--- src/design/hmu_pkg.sv ---
// ----------------------------------------------------------------------------
// hmu_pkg
// Shared types and constants of the Hopfield memory with unlearning.
// ----------------------------------------------------------------------------
`default_nettype none

package hmu_pkg;

    // Request codes
    localparam logic [2:0] REQ_STORE   = 3'd0;
    localparam logic [2:0] REQ_LOAD    = 3'd1;
    localparam logic [2:0] REQ_ASYNC   = 3'd2;
    localparam logic [2:0] REQ_UNLEARN = 3'd3;
    localparam logic [2:0] REQ_RECALL  = 3'd4;
    localparam logic [2:0] REQ_CLEAR   = 3'd5;

    // Configuration register indexes
    localparam logic [1:0] CFG_UNLEARN_STRENGTH = 2'd0;
    localparam logic [1:0] CFG_SETTLE_REPEATS   = 2'd1;
    localparam logic [1:0] CFG_MAX_ITERATIONS   = 2'd2;

    // Configuration reset values
    localparam logic [15:0] STRENGTH_RESET = 16'd1024;
    localparam logic [7:0]  SETTLE_RESET   = 8'd20;
    localparam logic [19:0] ITER_RESET     = 20'd1000000;

    typedef struct packed {
        logic [2:0]  req_type;
        logic [63:0] pattern_bits;
        logic [5:0]  start_site;
    } t_hmu_in;

    typedef struct packed {
        logic [63:0] spin_bits;
        logic        flipped;
        logic [5:0]  flipped_site;
        logic        converged;
        logic [19:0] sweep_count;
        logic        saturated;
    } t_hmu_out;

    // Datapath operations issued by the controller
    typedef enum logic [3:0] {
        OP_NONE,
        OP_LATCH,
        OP_CLR,
        OP_PAIR_RD,
        OP_ROW_RD,
        OP_ASYNC_EVAL,
        OP_SYNC_BIT,
        OP_REC_START,
        OP_REC_EVAL,
        OP_FINISH
    } t_hmu_op;

    typedef struct packed {
        t_hmu_op op;
    } t_hmu_cmd;

    typedef struct packed {
        logic [2:0] req;
        logic       last_cell;
        logic       last_col;
        logic       row_last;
        logic       unstable;
        logic       scan_last;
        logic       rec_go;
        logic       rec_stop;
        logic       out_free;
    } t_hmu_status;

endpackage

`default_nettype wire

--- src/design/hmu_ctrl.sv ---
// ----------------------------------------------------------------------------
// hmu_ctrl
// Request sequencer: issues datapath operations, one state per phase.
// ----------------------------------------------------------------------------
`default_nettype none

module hmu_ctrl (
    input  wire logic                 i_clk,
    input  wire logic                 i_rst_n,
    input  wire logic                 i_valid,
    output logic                      o_ready,
    input  wire hmu_pkg::t_hmu_status i_status,
    output hmu_pkg::t_hmu_cmd         o_cmd
);

    typedef enum logic [3:0] {
        S_INIT,
        S_IDLE,
        S_DISPATCH,
        S_CLEAR,
        S_PAIR,
        S_PAIR_TAIL,
        S_ROW_RD,
        S_ROW_TAIL,
        S_ROW_EVAL,
        S_REC_CHECK,
        S_REC_EVAL,
        S_DONE
    } t_state;

    t_state r_state, n_state;
    hmu_pkg::t_hmu_op n_op;

    // Next state and operation
    always_comb begin
        n_state = r_state;
        n_op    = hmu_pkg::OP_NONE;
        case (r_state)
            S_INIT: begin
                n_op = hmu_pkg::OP_CLR;
                if (i_status.last_cell) n_state = S_IDLE;
            end
            S_IDLE: begin
                if (i_valid) begin
                    n_op    = hmu_pkg::OP_LATCH;
                    n_state = S_DISPATCH;
                end
            end
            S_DISPATCH: begin
                case (i_status.req)
                    hmu_pkg::REQ_STORE,
                    hmu_pkg::REQ_UNLEARN: n_state = S_PAIR;
                    hmu_pkg::REQ_CLEAR:   n_state = S_CLEAR;
                    hmu_pkg::REQ_ASYNC:   n_state = S_ROW_RD;
                    hmu_pkg::REQ_RECALL:  n_state = S_REC_CHECK;
                    default:              n_state = S_DONE;
                endcase
            end
            S_CLEAR: begin
                n_op = hmu_pkg::OP_CLR;
                if (i_status.last_cell) n_state = S_DONE;
            end
            S_PAIR: begin
                n_op = hmu_pkg::OP_PAIR_RD;
                if (i_status.last_cell) n_state = S_PAIR_TAIL;
            end
            S_PAIR_TAIL: n_state = S_DONE;
            S_ROW_RD: begin
                n_op = hmu_pkg::OP_ROW_RD;
                if (i_status.last_col) n_state = S_ROW_TAIL;
            end
            S_ROW_TAIL: n_state = S_ROW_EVAL;
            S_ROW_EVAL: begin
                if (i_status.req == hmu_pkg::REQ_ASYNC) begin
                    n_op = hmu_pkg::OP_ASYNC_EVAL;
                    if (i_status.unstable || i_status.scan_last) n_state = S_DONE;
                    else n_state = S_ROW_RD;
                end else begin
                    n_op = hmu_pkg::OP_SYNC_BIT;
                    if (i_status.row_last) n_state = S_REC_EVAL;
                    else n_state = S_ROW_RD;
                end
            end
            S_REC_CHECK: begin
                if (i_status.rec_go) begin
                    n_op    = hmu_pkg::OP_REC_START;
                    n_state = S_ROW_RD;
                end else begin
                    n_state = S_DONE;
                end
            end
            S_REC_EVAL: begin
                n_op = hmu_pkg::OP_REC_EVAL;
                if (i_status.rec_stop) n_state = S_DONE;
                else n_state = S_REC_CHECK;
            end
            S_DONE: begin
                if (i_status.out_free) begin
                    n_op    = hmu_pkg::OP_FINISH;
                    n_state = S_IDLE;
                end
            end
            default: n_state = S_IDLE;
        endcase
    end

    // State register; reset starts the coupling clearing pass
    always_ff @(posedge i_clk) begin
        if (!i_rst_n) begin
            r_state <= S_INIT;
        end else begin
            r_state <= n_state;
        end
    end

    assign o_ready  = (r_state == S_IDLE);
    assign o_cmd.op = n_op;

endmodule

`default_nettype wire

--- config.mk ---
export PLATFORM = sky130hd
export DESIGN_NAME = hmu_ctrl
export DESIGN_NICKNAME = d
export VERILOG_FILES = /design/src/design/hmu_pkg.sv /design/src/design/hmu_ctrl.sv
export SDC_FILE = /design/constraint.sdc
export NUM_CORES = 1
export LEC_CHECK = 0
export ABC_AREA = 1
export BUFFER_PORTS_ARGS = -buffer_cell sky130_fd_sc_hd__buf_4
export CORE_AREA = 3 3 40 42
export CTS_CLUSTER_DIAMETER = 120
export DETAILED_ROUTE_END_ITERATION = 7
export DIE_AREA = 0 0 43 45
export PLACE_DENSITY = 0.7
export SLEW_MARGIN = 20
export SYNTH_ARGS = -nofsm -noshare
export SYNTH_HDL_FRONTEND = slang
export SYNTH_SLANG_ARGS = --single-unit
--- constraint.sdc ---
create_clock -name i_clk -period 1.63 [get_ports i_clk]
set_input_delay 0.4075 -clock i_clk [delete_from_list [all_inputs] [get_ports i_clk]]
set_output_delay 0.4075 -clock i_clk [all_outputs]
set_load 0.05 [all_outputs]
* Word-level counts from Yosys, hierarchy flattened *
Index checks and enable logic that the tools add are counted.

storage, ports and cells
  output and inout port bits = 5
  register bits after elaboration = 4
  input bits = 14
  logic and storage cells = 46

cells by class
  equality and inequality tests = 21
  multiplexer cells = 18
  reduce and logical (&&, ||, !) cells = 6

operator list
  kind                number
  $pmux 4 s12         1
  $mux 4              11
  $pmux 4 s8          1
  $eq 4x3->1 const B  4
  $eq 4x4->1 const B  4
  $pmux 4 s4          1
  $ne 2x2->1 const B  6
  $eq 4x2->1 const B  2
  $eq 3x2->1 const B  2
  $eq 3x3->1 const B  2
  $reduce_and 6->1    1
  $eq 4x1->1 const B  1
  $logic_not 4->1     1
  $mux 2              2
  $reduce_or 2->1     2
  $logic_not 3->1     1
  $mux 3              1
  $logic_or 1x1->1    1
  $mux 1              1

* Depth between registers and ports, before layout *
  depth after elaboration = 4
  depth in mapped cells = 10
  depth with buffers taken out = 10

* Worst setup path after synthesis *
No wires, ideal clock.

  kind = reg-to-output
  start = register r_state[3]
  end = output o_cmd[1] in the netlist's numbering
  data required time = 1.222 ns
  cell stages (with the launch flop) = 5
  arrival time = 1.515 ns
  path slack = -0.293 ns
  path buffers = 0
  cells stage by stage = dfxtp_1 -> inv_1 -> nor2_4 -> nand2_2 -> o211ai_1

RTL lines
  element                   RTL line         RTL
  start: declaration        hmu_ctrl.sv:31   t_state r_state, n_state;
  start signal: assignment  hmu_ctrl.sv:112  r_state <= n_state;
  end: declaration          hmu_ctrl.sv:13   output hmu_pkg::t_hmu_cmd o_cmd

==> results.py <==
metrics = {
    "routing": {
        "vias": 772,
        "remaining_drc_errors": 0,
        "drtIter0Drc": 18,
        "wl_per_cell_um": 11.4,
        "viasPerCell": 5.18,
        "drt-total-wl_mm": 1.70,
        "drtPass1Iterations": 4,
        "ant_nets": 0,
    },
    "setup_path": {
        "slowest_delay_ns": 0.34,
        "reg2reg_depth": 10,
        "critical_path_buf_inv_count": 2,
        "path_cells": "buf_4 > nor2_4 > nand3_2 > o211ai_1 > buf_4",
        "cp.arrival_ns": 1.39,
        "worstPathMaxFanout": 6,
        "r2r_slack_ns": 0.21,
        "reg2reg_to": "r_state[0]",
        "end_kind": "primary output",
        "startpoint_type": "flip-flop",
        "crit_required_ns": 1.22,
        "slowest_stage": "dfxtp_2",
        "crit_type": "flip-flop to primary output",
        "path_delay_family": "buffers and inverters",
        "rr_startpoint": "r_state[3]",
        "path_common_cell": "buf_4",
    },
    "floorplanning": {
        "start_util_pct": 41.2,
        "die-area_sq_um": 1940,
        "core.rowCount": 13,
        "ios": 19,
        "core-area_sq_um": 1280,
        "die_y_um": 45,
        "die_x_um": 43,
    },
    "pwr": {
        "p_switching_uw": 739,
        "pwr-share-clk_pct": 10.1,
        "p_int_uw": 602,
        "power-per-cell-area_nw_per_um2": 1530,
        "cellLeakagePower_nw": 0.479,
        "switching_share_pct": 55.1,
        "peakVddDrop_uv": 776,
        "power_frac_seq_pct": 16.4,
        "comb_power_share_pct": 73.5,
    },
    "synth": {
        "ys_seq_elements": 4,
        "synth.avg_cell_area_sq_um": 5.29,
        "synth_area_leaders": "nand2_1, dfxtp_1, nand3_1",
        "synth_seq_area_share_pct": 15.1,
        "synth_area_sq_um": 529,
        "synth-warning-count": 0,
        "yosys.area.top_type_share_pct": 19.1,
        "syn_inst": 100,
        "syn_nets": 114,
        "yosysUniqueCellTypes": 15,
        "synth_area_leader_cell": "nand2_1",
    },
    "timing": {
        "setup_ws_ns": -0.165,
        "setup_viol": 4,
        "worst_pin_slew_ns": 0.201,
        "hold_violations": 0,
        "post-route-min-period_ns": 1.79,
        "fin_worst_skew_ns": 0.000790,
        "maxSlewViolCount": 0,
        "rsz0062_at_grt": "yes",
        "fmax_mhz": 557,
        "fin_crit_sh_pct": 110,
        "hold-worst-slack_ns": 0.436,
        "max_slew_margin_pct": 86.6,
    },
    "cells_and_area": {
        "reg_top3": "r_state x4",
        "layout-drive-gt1-share_pct": 44.8,
        "antennaDiodeCount": 0,
        "fin_area_sq_um": 878,
        "fin_util_pct": 68.4,
        "area_growth_pct": 66.0,
        "nNetsFinal": 149,
        "largest_reg_flops": 4,
        "largest_register": "r_state",
    },
    "global_routing": {
        "grt_pass1_wl_mm": 2.86,
        "grt_usage_pct": 19.1,
        "grt_max_degree": 7,
        "grt_pass1_vias": 691,
        "grt.overflow.total": 0,
        "grt_antenna_before_repair": 0,
    },
    "worst_hold_path": {
        "hold_end": "r_state[0]",
        "min_delay_path_depth": 3,
        "hold_start": "i_rst_n",
        "hold_path.class": "primary input to flip-flop",
    },
    "clock_network": {
        "clk_path_buf_depth": 2,
        "cts_root_buffer": "clkbuf_4",
        "clk_latency_ns": 0.23,
        "hold_buffers": 0,
        "cts_tree": "yes",
        "path_clk_slew_ns": 0.04,
        "cts_made_buffers": 3,
        "cts.sinks": 4,
        "htreeDepth": 1,
    },
    "outcome": {
        "violations": "negative setup slack",
        "outcome": "finished with violations",
    },
    "job": {
        "maxCapViolCount": 0,
    },
    "placement": {
        "port_buffers": 18,
        "placed_area_sq_um": 736,
        "gp_congestion": 0.823,
        "post-dp-hpwl_mm": 1.28,
    },
}
==> cell families after synthesis <==
logic type,share of synthesized area (%)
AOI/OAI and AO/OA,13.0
buffers and inverters,12.1
DFF,15.1
and+or+nand+nor,59.8
==> final cells by class <==
class,count,area (sq um)
clock buffers,4,26.3
fillers,124,407
inverters,17,68.8
multi-input cells,79,434
flip-flops and latches,4,90.1
well taps,15,18.8
repair buffers,30,240
==> cells in the final DEF (no fill, tap or decap), drive strengths merged <==
cell | netlist | layout
nor2 | 19 | 19
clkbuf | 0 | 4
nand3b | 2 | 2
inv | 17 | 17
nand3 | 14 | 14
nor3 | 2 | 2
o21ai | 5 | 5
o211ai | 2 | 2
nand2 | 30 | 30
buf | 0 | 30
dfxtp | 4 | 4
a21oi | 4 | 4
a41oi | 1 | 1
==> power groups by stage <==
| stage | registers, mW | clock network [mW] | logic [mW] |
|---|---|---|---|
| floorplan | 0.208 | 0 | 0.652 |
| global placement | 0.216 | 0 | 0.892 |
| detailed placement | 0.215 | 0 | 0.895 |
| CTS | 0.219 | 0.141 | 0.961 |
| global route | 0.226 | 0.148 | 1.09 |
| finish | 0.220 | 0.136 | 0.985 |
==> stage by stage <==
step	instances	setup slack (ns)	power, mW	TNS, ns
global placement	137	0.0482	1.11	0
detailed placement	137	0.0183	1.11	0
floorplan	100	-0.219	0.860	-0.406
global route	149	-0.267	1.46	-0.759
finish	149	-0.165	1.34	-0.474
CTS	148	-0.134	1.32	-0.384
==> worst max path at each step <==
stage | depth (start not counted) | endpoint | startpoint | slack [ns]
after global placement | 5 | o_cmd[1] | r_state[1] | 0.05
after CTS | 7 | o_cmd[0] | r_state[3] | -0.13
after detailed placement | 5 | o_cmd[1] | r_state[3] | 0.02
after global routing | 7 | o_cmd[0] | r_state[3] | -0.27
after floorplan | 4 | o_cmd[1] | r_state[3] | -0.22
final | 5 | o_cmd[1] | r_state[1] | -0.16
==> layer usage <==
metal  part of all wire (%)  up-vias  track usage (%)
li1                       -      391                -
met1                     41      348             22.8
met2                     50       33             34.1
met3                    9.4        0             5.58
met4                      0        0             3.61
met5                      0        -                0
==> cell usage after synthesis <==
cell type  count
nand2_1       27
inv_1         15
nand3_1       14
nor2_1        11
nor2_2         6
o21ai_0        5
a21oi_1        4
dfxtp_1        4
nand2_2        3
inv_2          2
nand3b_1       2
nor2_4         2
nor3_1         2
o211ai_1       2
a41oi_1        1
==> repair_timing <==
item,in CTS,in global routing
buffers inserted,7,1
setup endpoints to repair,4,4
gates resized for setup,13,3
pin swaps,4,1
==> worst reg2reg max path: cells and delay by family, from the launching register on <==
kind,cells,cell delay (ns)
simple gates,7,0.66
flops,1,0.38
buf+inv,3,0.33
No activity file was read; power rests on OpenSTA's default activity.
